File: src/hdl/mdio_ms_pkg.sv
// Shared types and constants for the clause 22 MDIO management slave.
// No dependencies; imported by mdio_management_slave.
package mdio_ms_pkg;

  // frame phases of the slave
  typedef enum logic [2:0] {
    PH_PREAMBLE  = 3'd0,
    PH_START     = 3'd1,
    PH_HEADER    = 3'd2,
    PH_WRITE     = 3'd3,
    PH_READ_TA   = 3'd4,
    PH_READ_ZERO = 3'd5,
    PH_READ_DATA = 3'd6
  } phase_t;

  // start, opcode, PHY address and register number
  localparam logic [4:0] HEADER_BITS = 5'd14;
  // turnaround plus 16 data bits
  localparam logic [4:0] WRITE_BITS  = 5'd18;
  // read data bits driven per frame
  localparam logic [4:0] DATA_BITS   = 5'd16;

  localparam logic [1:0] START_CODE = 2'b01;
  localparam logic [1:0] OP_READ    = 2'd2;
  localparam logic [1:0] OP_WRITE   = 2'd1;

  localparam logic [4:0]  STATUS_REG    = 5'd1;
  localparam logic [15:0] LINK_UP_VALUE = 16'h0004;

  // read value of a management register
  function automatic logic [15:0] reg_value(input logic [4:0] reg_num);
    reg_value = (reg_num == STATUS_REG) ? LINK_UP_VALUE : 16'h0000;
  endfunction

endpackage

File: src/hdl/mdio_management_slave.sv
// Clause 22 MDIO management slave stepped one MDC edge event per transfer.
// Depends on mdio_ms_pkg for phase codes and register constants.
//
//  channel | direction | handshake          | payload
//  --------+-----------+--------------------+----------------------------------------
//  s_*     | in        | s_tvalid/s_tready  | edge event: tuser edge kind, tdata level
//  m_*     | out       | m_tvalid/m_tready  | line drive and completed write report
//  cfg_*   | in        | cfg_valid/cfg_ready| own PHY address
//
// The frame state and the result register are both loaded at the edge that
// accepts the transfer, so events may follow back to back. The result register
// stalls the input only while a result waits and m_tready is low. Reset (rst,
// synchronous) returns to waiting for preamble with the line released and the
// PHY address at 1. cfg_ready is always high.
module mdio_management_slave
  import mdio_ms_pkg::*;
#(
  parameter int PREAMBLE_BITS = 32
) (
  input  logic        clk,
  input  logic        rst,
  // edge events
  input  logic        s_tvalid,
  output logic        s_tready,
  input  logic [7:0]  s_tdata,   // [0] mdio_in, [7:1] zero
  input  logic [0:0]  s_tuser,   // [0] edge_req (1 rising, 0 falling)
  // results
  output logic        m_tvalid,
  input  logic        m_tready,
  output logic [23:0] m_tdata,   // [0] mdio_out, [5:1] write_reg, [21:6] write_data, [23:22] zero
  output logic [1:0]  m_tuser,   // [0] mdio_oe, [1] write_valid
  // configuration
  input  logic        cfg_valid,
  output logic        cfg_ready,
  input  logic [4:0]  cfg_data
);

  // shift word holds the preamble window and at least 16 bits of data
  localparam int SHIFT_W = (PREAMBLE_BITS > 16) ? PREAMBLE_BITS : 16;
  localparam logic [SHIFT_W-1:0] PRE_MASK =
    SHIFT_W'((33'd1 << PREAMBLE_BITS) - 33'd1);
  localparam logic [SHIFT_W-1:0] LOW16_MASK = SHIFT_W'(17'h0ffff);

  // frame state
  phase_t             phase, phase_next;
  logic               output_mode, output_mode_next;
  logic [SHIFT_W-1:0] shift_word, shift_word_next;
  logic [4:0]         bit_count, bit_count_next;
  logic [4:0]         reg_select, reg_select_next;
  logic               drive_level, drive_level_next;
  logic [4:0]         phy_address;

  // result values for this event
  logic        wvalid;
  logic [4:0]  wreg;
  logic [15:0] wdata;
  logic        oe;
  logic        drive_out;

  // result register
  logic        out_valid;
  logic        out_oe, out_mdio, out_wvalid;
  logic [4:0]  out_wreg;
  logic [15:0] out_wdata;

  logic accept;
  logic rising;
  logic sample_bit;
  logic [SHIFT_W-1:0] sampled;
  logic [4:0] count_inc;

  assign s_tready   = !out_valid || m_tready;
  assign accept     = s_tvalid && s_tready;
  assign rising     = s_tuser[0];
  assign sample_bit = s_tdata[0];
  assign sampled    = {shift_word[SHIFT_W-2:0], sample_bit};
  assign count_inc  = bit_count + 5'd1;
  assign cfg_ready  = 1'b1;

  // next frame state for one edge event
  always_comb begin
    phase_next       = phase;
    output_mode_next = output_mode;
    shift_word_next  = shift_word;
    bit_count_next   = bit_count;
    reg_select_next  = reg_select;
    drive_level_next = drive_level;
    wvalid           = 1'b0;
    wreg             = 5'd0;
    wdata            = 16'd0;
    if (rising && !output_mode) begin
      shift_word_next = sampled;
      unique case (phase)
        PH_START: begin
          if (!sample_bit) begin
            bit_count_next = 5'd1;
            phase_next     = PH_HEADER;
          end
        end
        PH_HEADER: begin
          bit_count_next = count_inc;
          if (count_inc == HEADER_BITS) begin
            reg_select_next = sampled[4:0];
            if (sampled[13:12] != START_CODE ||
                (sampled[9:5] != 5'd0 && sampled[9:5] != phy_address)) begin
              phase_next = PH_PREAMBLE;
            end else if (sampled[11:10] == OP_WRITE) begin
              bit_count_next = 5'd0;
              phase_next     = PH_WRITE;
            end else if (sampled[11:10] == OP_READ) begin
              phase_next = PH_READ_TA;
            end else begin
              phase_next = PH_PREAMBLE;
            end
          end
        end
        PH_WRITE: begin
          bit_count_next = count_inc;
          if (count_inc == WRITE_BITS) begin
            wvalid     = 1'b1;
            wreg       = reg_select;
            wdata      = sampled[15:0];
            phase_next = PH_PREAMBLE;
          end
        end
        PH_READ_TA: begin
          output_mode_next = 1'b1;
          phase_next       = PH_READ_ZERO;
        end
        default: begin
          // preamble hunt, also for phases that do not sample
          if ((sampled & PRE_MASK) == PRE_MASK) begin
            phase_next = PH_START;
          end else begin
            phase_next = PH_PREAMBLE;
          end
        end
      endcase
    end else if (!rising && output_mode) begin
      if (phase == PH_READ_ZERO) begin
        drive_level_next = 1'b0;
        shift_word_next  = SHIFT_W'(reg_value(reg_select));
        bit_count_next   = 5'd0;
        phase_next       = PH_READ_DATA;
      end else if (phase == PH_READ_DATA && bit_count < DATA_BITS) begin
        drive_level_next = shift_word[15];
        shift_word_next  = (shift_word << 1) & LOW16_MASK;
        bit_count_next   = count_inc;
      end else begin
        // end of read or stray phase: release the line
        output_mode_next = 1'b0;
        drive_level_next = 1'b0;
        shift_word_next  = '0;
        phase_next       = PH_PREAMBLE;
      end
    end
  end

  // line drive after this edge
  always_comb begin
    oe        = output_mode_next && (phase_next == PH_READ_DATA);
    drive_out = oe && drive_level_next;
  end

  // frame state registers
  always_ff @(posedge clk) begin
    if (rst) begin
      phase       <= PH_PREAMBLE;
      output_mode <= 1'b0;
      shift_word  <= '0;
      bit_count   <= 5'd0;
      reg_select  <= 5'd0;
      drive_level <= 1'b0;
    end else if (accept) begin
      phase       <= phase_next;
      output_mode <= output_mode_next;
      shift_word  <= shift_word_next;
      bit_count   <= bit_count_next;
      reg_select  <= reg_select_next;
      drive_level <= drive_level_next;
    end
  end

  // own address register
  always_ff @(posedge clk) begin
    if (rst) begin
      phy_address <= 5'd1;
    end else if (cfg_valid && cfg_ready) begin
      phy_address <= cfg_data;
    end
  end

  // result register valid
  always_ff @(posedge clk) begin
    if (rst) begin
      out_valid <= 1'b0;
    end else if (accept) begin
      out_valid <= 1'b1;
    end else if (m_tready) begin
      out_valid <= 1'b0;
    end
  end

  // result register payload
  always_ff @(posedge clk) begin
    if (accept) begin
      out_oe     <= oe;
      out_mdio   <= drive_out;
      out_wvalid <= wvalid;
      out_wreg   <= wreg;
      out_wdata  <= wdata;
    end
  end

  assign m_tvalid = out_valid;
  assign m_tdata  = {2'b00, out_wdata, out_wreg, out_mdio};
  assign m_tuser  = {out_wvalid, out_oe};

endmodule
File: config.mk
export PLATFORM = sky130hd
export DESIGN_NAME = mdio_management_slave
export DESIGN_NICKNAME = d
export VERILOG_FILES = /design/src/hdl/mdio_ms_pkg.sv /design/src/hdl/mdio_management_slave.sv
export SDC_FILE = /design/constraint.sdc
export NUM_CORES = 1
export LEC_CHECK = 0
export ABC_AREA = 1
export CAP_MARGIN = 30
export CELL_PAD_IN_SITES_DETAIL_PLACEMENT = 1
export CELL_PAD_IN_SITES_GLOBAL_PLACEMENT = 1
export CORE_MARGIN = 10
export CORE_UTILIZATION = 47
export DETAILED_ROUTE_END_ITERATION = 8
export DONT_BUFFER_PORTS = 1
export GPL_TIMING_DRIVEN = 0
export PLACE_DENSITY_LB_ADDON = 0.3
export SLEW_MARGIN = 10
export SYNTH_ARGS = -nofsm -noshare
export SYNTH_HDL_FRONTEND = slang
export SYNTH_SLANG_ARGS = --single-unit
File: constraint.sdc
create_clock -name clk -period 2.12 [get_ports clk]
set_input_delay 0.318 -clock clk [delete_from_list [all_inputs] [get_ports clk]]
set_output_delay 0.318 -clock clk [all_outputs]
set_load 0.02 [all_outputs]
==> run summary, run 1 <==
Crit end category = flip-flop
CTS H-tree depth = 3
Max rail drop VDD = 371 uV
Crit start category = flip-flop
Cells after Synth = 419
Placed Cells = 519
CTS buffer count = 9
TritonCTS clock tree = built
Pre-CTS setup slack = -151 ps
1st-iter DRT viols = 97
Vias in the first global route = 3033
I/O Buffers = 0
Avg Cell Area, Syn = 8.23 um2
Maxcap violations = 0
Layout Area Growth over Synthesis = 12.4%
Share of cells above drive strength 1 = 0.132
Relative slew slack = 0.605
Largest net degree at the start of global routing = 33
Clock slew at reported path FFs = 80 ps
Nets = 456
Max Buffers Root-to-Sink = 2
RSZ-0062 raised after global routing = no
Global-route wire length before repair = 15200 um
Critical Path Most Common Cell = nand2_1
Initial Util = 0.480
Hold WS = 87.9 ps
Die Ht = 106 um
Post-DRT Antenna Nets = 0
Root buf cell = clkbuf_8
Final wirelength = 9200 um
CP top delay family = simple AND/OR/NAND/NOR gates
Required time worst endpoint = 2230 ps
Diode count = 0
CP max FO = 7
DRC viols = 0
Post-synth top area share = 0.302
Combinational Power Share = 0.105
Worst Clk Skew = 14.4 ps
Cell Chain, Critical Path = ha_2, nand3_1, nand2_1, nand2_1, inv_1, nand3_2, nand2_1, o21a_1, nand2_1, nand2_1, nand2_1, nand3_2, nor2_2
Grt total ovfl = 0
Hold WC Path Type = in -> reg
Final Max Slew Viols = 0
Most common cell after layout, fill and taps aside = nand2_1
Setup TNS = 0 ps
Slowest stage delay, CP = 410 ps
Post-Synthesis Cell Area = 0.00345 mm2
Internal power = 0.00259 W
Synth cell types = 31
RD Place Congestion = 0.870
HPWL Detailed = 6490 um
WP buf/inv = 1
GRT Total Usage = 0.165
Cell Pwr Density = 910 mW/mm2
Non-filler cells in the finished layout = 537
Vias = 2981
Most frequent cells in the layout = nand2_1 (59), dfxtp_1 (50), a21oi_1 (49), inv_1 (48), nor2_1 (41)
Flop pwr share = 0.471
Flop-to-flop setup slack = 170 ps
Worst Tran Pin Value = 593 ps
FMAX = 513 MHz
Number of setup violations in the final report = 0
Antenna violations before repair = 0
Period utilisation layout = 0.920
Core area = 0.00718 mm2
Clock share of power = 0.424
Register bit count reported by yosys = 76
Clock Latency Late Sink = 360 ps
Sequential cell area fraction in the yosys report = 0.511
Ys Warns = 0
Slowest cell on crit path = dfxtp_2
Io pins = 48
Area contributors post-synth = dfxtp_1 (30%), edfxtp_1 (21%), a21oi_1 (7.1%), nand2_1 (6.5%), inv_1 (5.2%)
Worst EP arrival = 2060 ps
Final hold violation count = 0
Row count = 31
LEAKAGE = 1.49 nW
Setup CP Type = reg -> reg
Net Sw Power = 0.000935 W
Die W = 106 um
Die area = 0.0112 mm2
First drt pass iteration count = 4
Finished Core Util = 0.540
DR vias/cell = 5.55
Min setup slack post-route = 169 ps
Area leader, netlist = dfxtp_1
DR WL/cell = 17.1 um
Status = finished, final reports clean
Sink Count = 76
Min Tclk post-route = 1950 ps
Switching part of the total = 0.265
## final cells by class
type,count,area [um2]
multi-input combinational,266,1370
sequential,76,1760
fill,870,3300
buffer,22,116
clock inverter,7,146
clock buffer,9,124
inverter,56,215
tap,99,124
timing repair buffer,2,15.0
## worst register-to-register path: stages (launching register included)
cell     delay [ps]
dfxtp_2         410
ha_2            230
nand3_1          90
nand2_1          80
nand2_1          90
inv_1           120
nand3_2         130
nand2_1         100
o21a_1          130
nand2_1          50
nand2_1          70
nand2_1          90
nand3_2         100
nor2_2           40
## cells by family (layout without fill, tap and decap cells)
logic type / after synthesis / after routing / share of synthesized area
xor gates and xnor gates: 1 / 1 / 0.00254
DFF: 76 / 76 / 0.511
adders and majority gates: 4 / 4 / 0.0145
other: 2 / 3 / 0.00218
and+or+nand+nor: 163 / 163 / 0.219
buffers and inverters: 78 / 96 / 0.0944
AOI/OAI and AO/OA: 95 / 95 / 0.157
## power by group through the flow
stage,logic (W),clock network [W],registers (W)
after detailed placement,0.000353,0,0.00169
final,0.000370,0.00149,0.00166
after global placement,0.000338,0,0.00169
after global routing,0.000413,0.00157,0.00167
after CTS,0.000362,0.00150,0.00166
after floorplan,0.000268,0,0.00167
## stage by stage
step           cell area (um2)  power (W)
2_1_floorplan             3450    0.00194
3_3_place_gp              3580    0.00203
3_5_place_dp              3580    0.00205
4_1_cts                   3850    0.00353
5_1_grt                   3870    0.00366
6_report                  3870    0.00352
## timing repair
item,4_1_cts,5_1_grt
pin swaps,0,1
hold endpoints to repair,0,0
resized for setup,3,4
hold buffers,0,0
setup endpoints to repair,9,13
setup buffers,0,2
## layer usage
metal  vias up  wire length [um]  track usage
met5         -                 0            0
li1       1434                 -            -
met3        16               436       0.0378
met4         0               145       0.0629
met1      1460              4030        0.196
met2        71              4590        0.282
## synthesized netlist by cell type
| library cell | instances |
|---|---|
| edfxtp_1 | 24 |
| nor3_1 | 5 |
| nor4_1 | 2 |
| nor2_4 | 2 |
| nor2_1 | 41 |
| buf_2 | 5 |
| o211ai_1 | 3 |
| o21ai_1 | 3 |
| a21oi_1 | 49 |
| nor3_2 | 1 |
| conb_1 | 2 |
| nand4_1 | 12 |
| nand2_1 | 60 |
| buf_4 | 7 |
| o21a_1 | 1 |
| nand3_2 | 4 |
| o21ai_0 | 19 |
| xnor2_1 | 1 |
| ha_1 | 4 |
| a211oi_1 | 16 |
| inv_1 | 48 |
| clkinv_1 | 1 |
| a221oi_1 | 1 |
| nand3b_1 | 1 |
| clkbuf_1 | 10 |
| nand3_1 | 30 |
| a21oi_2 | 3 |
| dfxtp_1 | 52 |
| inv_2 | 7 |
| nand2_2 | 3 |
| nor2_2 | 2 |
## sequential cells by signal, indices dropped and copies added (netlist names)
| register | cells |
|---|---|
| shift_word | 31 |
| out_wdata | 16 |
| bit_count | 5 |
| out_wreg | 5 |
| phy_address | 5 |
| reg_select | 5 |
| phase | 3 |
| drive_level | 1 |
| m_tvalid | 1 |
| out_mdio | 1 |
| out_oe | 1 |
| out_wvalid | 1 |
| output_mode | 1 |
## path summary, 6_finish.rpt
kind / cells past startpoint / endpoint / from
worst min register to register: 2 / shift_word[29] / shift_word[29]
worst max-delay path: 13 / out_mdio / bit_count[0]
worst max register to register: 13 / out_mdio / bit_count[0]
worst min-delay path: 2 / phy_address[0] / cfg_data[0]
Power figures use the tool's default switching activity.
==> run 2: changes to the inputs <==
- ABC_AREA: 1 -> unset
- CORE_MARGIN: 10 -> 2
- CORE_UTILIZATION: 47 -> 48
- GPL_TIMING_DRIVEN: 0 -> unset
==> run 2 against run 1 <==
Total power shrank 14%. Area after synthesis grew 2.4%. Register-to-register slack lost 250 ps. Fmax shrank 11%. The flow now finishes with violations (negative setup slack). Critical path depth shrank 4. First-iteration DRC count grew 140%. Critical path type unchanged.
==> run summary, run 2 <==
Commonest cells in the netlist = dfxtp_1 (52), nand2_1 (41), a21oi_1 (40) (was nand2_1 (60), dfxtp_1 (52), a21oi_1 (49))
DR WL met2 = 5020 um (was 4590 um)
Final Max Slew Viols = 0 (unchanged)
Internal power = 0.00220 W (was 0.00259 W)
DR vias/cell = 5.85 (was 5.55)
Area contributors post-synth = dfxtp_1 (30%), edfxtp_1 (20%), a21oi_1 (5.7%), nand3_1 (5.4%), nand2_1 (4.4%) (was dfxtp_1 (30%), edfxtp_1 (21%), a21oi_1 (7.1%), nand2_1 (6.5%), inv_1 (5.2%))
Hold WC Path Type = in -> reg (unchanged)
Cell depth of the worst hold path = 1 (was 2)
Prevailing post-synth register cell = dfxtp_1 (unchanged)
Min setup slack post-route = -76.1 ps (was 169 ps)
Vias = 2966 (was 2981)
DR top layer = met4 (unchanged)
Max Buffers Root-to-Sink = 2 (unchanged)
TritonCTS clock tree = built (unchanged)
Share of cells above drive strength 1 = 0.199 (was 0.132)
FMAX = 455 MHz (was 513 MHz)
# hold bufs at CTS = 0 (unchanged)
Top-count cell post-synth = dfxtp_1 (was nand2_1)
I/O Buffers = 0 (unchanged)
Post-synth top area share = 0.295 (was 0.302)
Register bit count reported by yosys = 76 (unchanged)
1st-iter DRT viols = 237 (was 97)
Ys Warns = 0 (unchanged)
Cell Chain, Critical Path = inv_2, ha_4, buf_12, or3b_1, a21oi_1, o21ai_1, o31ai_4, o311ai_4, nor3_2 (was ha_2, nand3_1, nand2_1, nand2_1, inv_1, nand3_2, nand2_1, o21a_1, nand2_1, nand2_1, nand2_1, nand3_2, nor2_2)
Post-Route M1 WL = 4030 um (about the same)
RD Place Congestion = 0.820 (was 0.870)
Net Sw Power = 0.000829 W (was 0.000935 W)
Largest net degree at the start of global routing = 49 (was 33)
R2r endpoint = out_mdio (unchanged)
Initial Util = 0.492 (was 0.480)
RSZ-0062 raised after global routing = yes (was no)
Setup CP Type = reg -> reg (unchanged)
Avg Cell Area, Syn = 9.14 um2 (was 8.23 um2)
Hold_sp = rst (was cfg_data[0])
Metal3 WL = 417 um (was 436 um)
DR WL/cell = 19.2 um (was 17.1 um)
Max FFs per register = 31 (unchanged)
LEAKAGE = 1.44 nW (was 1.49 nW)
Status = finished, violations left (was finished, final reports clean)
Post-synth EDFFs = 24 (unchanged)
Crit start category = flip-flop (unchanged)
HPWL Detailed = 6030 um (was 6490 um)
Clock Latency Late Sink = 360 ps (about the same)
Number of setup violations in the final report = 1 (was 0)
Failing checks = negative setup slack
Io pins = 48 (unchanged)
GRT Total Usage = 0.232 (was 0.165)
Cell Pwr Density = 731 mW/mm2 (was 910 mW/mm2)
Cells on worst reg2reg path = 9 (was 13)
Final hold violation count = 0 (unchanged)
Post-Synthesis Cell Area = 0.00353 mm2 (was 0.00345 mm2)
Slowest stage delay, CP = 360 ps (was 410 ps)
Sink Count = 76 (unchanged)
Grt total ovfl = 0 (unchanged)
Clock slew at reported path FFs = 90 ps (was 80 ps)
Fraction of registers with async set/reset = 0 (unchanged)
Nets = 426 (was 456)
Die Ht = 89.7 um (was 106 um)
Layout Area Growth over Synthesis = 17.4% (was 12.4%)
CTS H-tree depth = 3 (unchanged)
Core area = 0.00718 mm2 (unchanged)
Min Tclk post-route = 2200 ps (was 1950 ps)
Area leader, netlist = dfxtp_1 (unchanged)
CTS buffer count = 9 (unchanged)
Worst EP arrival = 2400 ps (was 2060 ps)
Clock share of power = 0.386 (was 0.424)
Slowest cell on crit path = or3b_1 (was dfxtp_2)
Max rail drop VDD = 382 uV (was 371 uV)
Flop-to-flop setup slack = -80 ps (was 170 ps)
First drt pass iteration count = 4 (unchanged)
Global-route wire length before repair = 15000 um (was 15200 um)
DRC viols = 0 (unchanged)
Root buf cell = clkbuf_8 (unchanged)
WP buf/inv = 2 (was 1)
Most frequent cells in the layout = dfxtp_1 (45), nand2_1 (40), a21oi_1 (39), nand3_1 (38), buf_4 (35) (was nand2_1 (59), dfxtp_1 (50), a21oi_1 (49), inv_1 (48), nor2_1 (41))
Switching part of the total = 0.274 (was 0.265)
Worst Setup SP = output_mode (was bit_count[0])
Largest register by flop count = shift_word (unchanged)
Antenna violations before repair = 0 (unchanged)
Worst hold endpoint = shift_word[4] (was phy_address[0])
Worst Clk Skew = 8.51 ps (was 14.4 ps)
Cells after Synth = 386 (was 419)
CP top delay family = compound AO/OA/AOI/OAI gates (was simple AND/OR/NAND/NOR gates)
Flop pwr share = 0.523 (was 0.471)
Crit end category = flip-flop (unchanged)
Vias in the first global route = 2992 (was 3033)
Final wirelength = 9750 um (was 9200 um)
Setup TNS = -76.1 ps (was 0 ps)
Required time worst endpoint = 2320 ps (was 2230 ps)
Die W = 89.7 um (was 106 um)
CP max FO = 35 (was 7)
Combinational Power Share = 0.091 (was 0.105)
Synth cell types = 59 (was 31)
Post-DRT Antenna Nets = 0 (unchanged)
Period utilisation layout = 1.04 (was 0.920)
Die area = 0.00805 mm2 (was 0.0112 mm2)
Maxcap violations = 0 (unchanged)
Row count = 31 (unchanged)
Worst R2R Start = output_mode (was bit_count[0])
Sequential cell area fraction in the yosys report = 0.499 (was 0.511)
Largest regs = shift_word: 31 flops, out_wdata: 16 flops (unchanged)
Final Cell Area = 0.00414 mm2 (was 0.00387 mm2)
Most common cell after layout, fill and taps aside = dfxtp_1 (was nand2_1)
Diode count = 0 (unchanged)
Cell Area, Placed = 0.00374 mm2 (was 0.00358 mm2)
-- run 2: cell families (layout without fill, tap and decap cells) --
family          count (synthesis)  count (layout)  synth area share
other cells                     2               3           0.00213
compound gates                 71              71             0.124
buf+inv                        41              62            0.0550
mux                            10              10            0.0284
fa+ha+maj                       4               4            0.0142
simple gates                  172             172             0.252
flops                          76              76             0.499
xor+xnor                       10              10            0.0248
-- run 2: timing repair --
action                     CTS  global route
pin swaps                    1             7
setup endpoints to repair    8            10
resized for setup            4            27
gates cloned                 0             0
setup buffers                1             6
-- run 2: final cells by class --
type                       count  area, um2
inverter                       9       38.8
timing repair buffer          37        294
multi-input combinational    270       1710
fill                         806       3030
clock inverter                 7       85.1
sequential                    76       1770
clock buffer                   9        124
tap                           99        124
-- run 2: metal layers --
layer / GRT usage / up-vias
li1: - / 1383
met1: 0.288 / 1472
met2: 0.407 / 84
met3: 0.0335 / 27
met4: 0.0936 / 0
met5: 0 / -
-- run 2: per-stage QoR --
stage               utilization  instances  hold WS, ps  worst slack, ps  total power [W]
floorplan                     -        387          432             5.15          0.00180
global placement          0.521        484          394             13.7          0.00185
detailed placement        0.521        484          393            -90.1          0.00186
CTS                       0.554        501         5.74            -3.11          0.00302
global route              0.578        507       -0.313             -127          0.00314
finish                    0.578        507         8.33            -76.1          0.00303
-- run 2: worst max-delay path by stage --
| stage | cells past startpoint | end | slack [ps] |
|---|---|---|---|
| floorplan | 8 | bit_count[4] | 5 |
| global placement | 8 | out_mdio | 10 |
| detailed placement | 8 | out_mdio | -90 |
| CTS | 6 | out_mdio | -3 |
| global route | 9 | out_mdio | -130 |
| finish | 9 | out_mdio | -80 |
-- run 2: worst register-to-register path: cells and delay by family (launching register included) --
family	cells	cell delay, ps
AO/OA/AOI/OAI	4	720
AND/OR/NAND/NOR	2	570
flip-flops	1	340
buffers and inverters	2	220
adder cells (fa/ha/maj)	1	180
-- run 2: power by group through the flow --
stage / Clock (W) / Sequential (W) / Combinational, W
floorplan: 0 / 0.00161 / 0.000187
global placement: 0 / 0.00162 / 0.000231
detailed placement: 0 / 0.00162 / 0.000239
CTS: 0.00118 / 0.00158 / 0.000247
global route: 0.00125 / 0.00159 / 0.000296
finish: 0.00117 / 0.00159 / 0.000275
==> run 3: changes to the inputs <==
- CORE_UTILIZATION: 48 -> 43
- clock period: 2.12 -> 2 ns (I/O delays scaled with it)
==> run 3 against run 2 <==
The run still ends with negative setup slack left. Final area rose by 7.4%. Worst hold slack gained 12 ps. Setup slack gained 14 ps.
==> run summary, run 3 (synthesized netlist as in run 2, its figures left out) <==
Antenna violations before repair = 0 (unchanged)
Worst R2R Start = output_mode (unchanged)
Largest register by flop count = shift_word (unchanged)
Row count = 33 (was 31)
Hold WC Path Type = in -> reg (unchanged)
Largest regs = shift_word: 31 flops, out_wdata: 16 flops (unchanged)
I/O Buffers = 0 (unchanged)
DRC viols = 0 (unchanged)
Worst Setup SP = output_mode (unchanged)
Required time worst endpoint = 2110 ps (was 2320 ps)
Worst Clk Skew = 15.7 ps (was 8.51 ps)
Global-route wire length before repair = 15800 um (was 15000 um)
Largest net degree at the start of global routing = 44 (was 49)
Io pins = 48 (unchanged)
Clock Latency Late Sink = 370 ps (was 360 ps)
TritonCTS clock tree = built (unchanged)
Die W = 94.6 um (was 89.7 um)
Diode count = 0 (unchanged)
Flop pwr share = 0.530 (was 0.523)
CTS buffer count = 9 (unchanged)
LEAKAGE = 1.59 nW (was 1.44 nW)
Worst EP arrival = 2170 ps (was 2400 ps)
Grt total ovfl = 0 (unchanged)
Status = finished, violations left (unchanged)
Root buf cell = clkbuf_8 (unchanged)
Share of cells above drive strength 1 = 0.275 (was 0.199)
GRT Total Usage = 0.235 (was 0.232)
Vias = 3047 (was 2966)
Max FFs per register = 31 (unchanged)
Met3 usage = 0.0463 (was 0.0335)
Combinational Power Share = 0.112 (was 0.091)
Die area = 0.00895 mm2 (was 0.00805 mm2)
CP max FO = 3 (was 35)
CTS H-tree depth = 3 (unchanged)
Finished Core Util = 0.550 (was 0.578)
Crit end category = flip-flop (unchanged)
Most frequent cells in the layout = buf_4 (56), dfxtp_1 (43), nand2_1 (39), a21oi_1 (38), nand3_1 (37) (was dfxtp_1 (45), nand2_1 (40), a21oi_1 (39), nand3_1 (38), buf_4 (35))
Crit start category = flip-flop (unchanged)
Non-filler cells in the finished layout = 538 (was 507)
Die Ht = 94.6 um (was 89.7 um)
Clock slew at reported path FFs = 90 ps (about the same)
Setup CP Type = reg -> reg (unchanged)
Post-DRT Antenna Nets = 0 (unchanged)
Max Buffers Root-to-Sink = 2 (unchanged)
Maxcap violations = 0 (unchanged)
Cell Pwr Density = 713 mW/mm2 (was 731 mW/mm2)
Clock share of power = 0.358 (was 0.386)
Met2 GRT Util = 0.403 (was 0.407)
Global routing's busiest layer = met2 (unchanged)
Final hold violation count = 0 (unchanged)
DR WL/cell = 19.3 um (was 19.2 um)
Layout Area Growth over Synthesis = 26.1% (was 17.4%)
Failing checks = negative setup slack (unchanged)
Initial Util = 0.436 (was 0.492)
Period utilisation layout = 1.03 (was 1.04)
Vias in the first global route = 3110 (was 2992)
Min setup slack post-route = -61.6 ps (was -76.1 ps)
Pre-CTS setup slack = -188 ps (was -90.1 ps)
Final Max Slew Viols = 0 (unchanged)
Max rail drop VDD = 383 uV (was 382 uV)
Switching part of the total = 0.292 (was 0.274)
Placed Cells = 512 (was 484)
Core area = 0.00809 mm2 (was 0.00718 mm2)
Number of setup violations in the final report = 12 (was 1)
Min Tclk post-route = 2060 ps (was 2200 ps)
Hold_sp = rst (unchanged)
Met1 usage = 0.280 (was 0.288)
First drt pass iteration count = 4 (unchanged)
Most common cell after layout, fill and taps aside = buf_4 (was dfxtp_1)
HPWL Detailed = 6350 um (was 6030 um)
1st-iter DRT viols = 164 (was 237)
DR vias/cell = 5.66 (was 5.85)
FMAX = 485 MHz (was 455 MHz)
Net Sw Power = 0.000927 W (was 0.000829 W)
RSZ-0062 raised after global routing = yes (unchanged)
Internal power = 0.00225 W (was 0.00220 W)
Final wirelength = 10400 um (was 9750 um)
Sink Count = 76 (unchanged)
RD Place Congestion = 0.829 (was 0.820)
Nets = 451 (was 426)
run 3: changes by cell type in the layout (fill, tap and decap cells not counted), moves of 2 or more:
cell | previous run | this run
buf_12 | 1 | 3
buf_4 | 35 | 56
dfxtp_1 | 45 | 43
inv_6 | 1 | 4
nand2b_4 | 0 | 2
nor3_1 | 5 | 3
or4_1 | 3 | 1
or4_4 | 0 | 2
run 3: per-stage QoR:
stage / TNS (ps) / instance area, um2 / power [W] / hold slack [ps]
after floorplan: -1.94 / 3550 / 0.00191 / 428
after global placement: -59.7 / 3940 / 0.00198 / 373
after detailed placement: -498 / 3940 / 0.00200 / 379
after CTS: -59.2 / 4290 / 0.00317 / 5.03
after global routing: -1240 / 4450 / 0.00329 / 5.67
final: -417 / 4450 / 0.00317 / 20.5
run 3: metal layers:
metal,vias to the layer above,routed length [um]
li1,1438,-
met1,1531,4390
met2,59,5490
met3,19,299
met4,0,213
met5,-,0
run 3: final timing paths:
path	cells past startpoint	endpoint	slack, ps
worst min-delay path	1	shift_word[2]	20
worst min register to register	2	shift_word[30]	460
worst max register to register	9	out_mdio	-60
worst max-delay path	9	out_mdio	-60
run 3: area by class of cell:
cell class / instances / area, um2
clock buffers: 9 / 124
clock inverters: 7 / 62.6
fillers: 933 / 3640
inverters: 9 / 43.8
multi-input cells: 270 / 1800
flip-flops and latches: 76 / 1780
well taps: 105 / 131
repair buffers: 62 / 513
run 3: power by group through the flow:
stage                     combinational (W)  clock (W)  sequential [W]
after detailed placement           0.000279          0         0.00172
after floorplan                    0.000201          0         0.00171
after global routing               0.000379    0.00122         0.00169
final                              0.000354    0.00114         0.00168
after global placement             0.000270          0         0.00171
after CTS                          0.000320    0.00116         0.00168
run 3: worst max-delay path, cell delays in order, from the launching register on:
cell and delay (ps):
dfxtp_4 370, inv_4 60, ha_4 140, nand2_4 50
or3_4 330, nand3b_1 270, buf_6 190, o211ai_1 180
buf_4 170, nor3_2 40
run 3: what timing repair did:
action	4_1_cts	5_1_grt
gates resized for setup	24	27
hold buffers	2	0
pin swaps	5	16
hold endpoints to repair	43	0
setup endpoints to repair	11	16
setup buffers	3	5
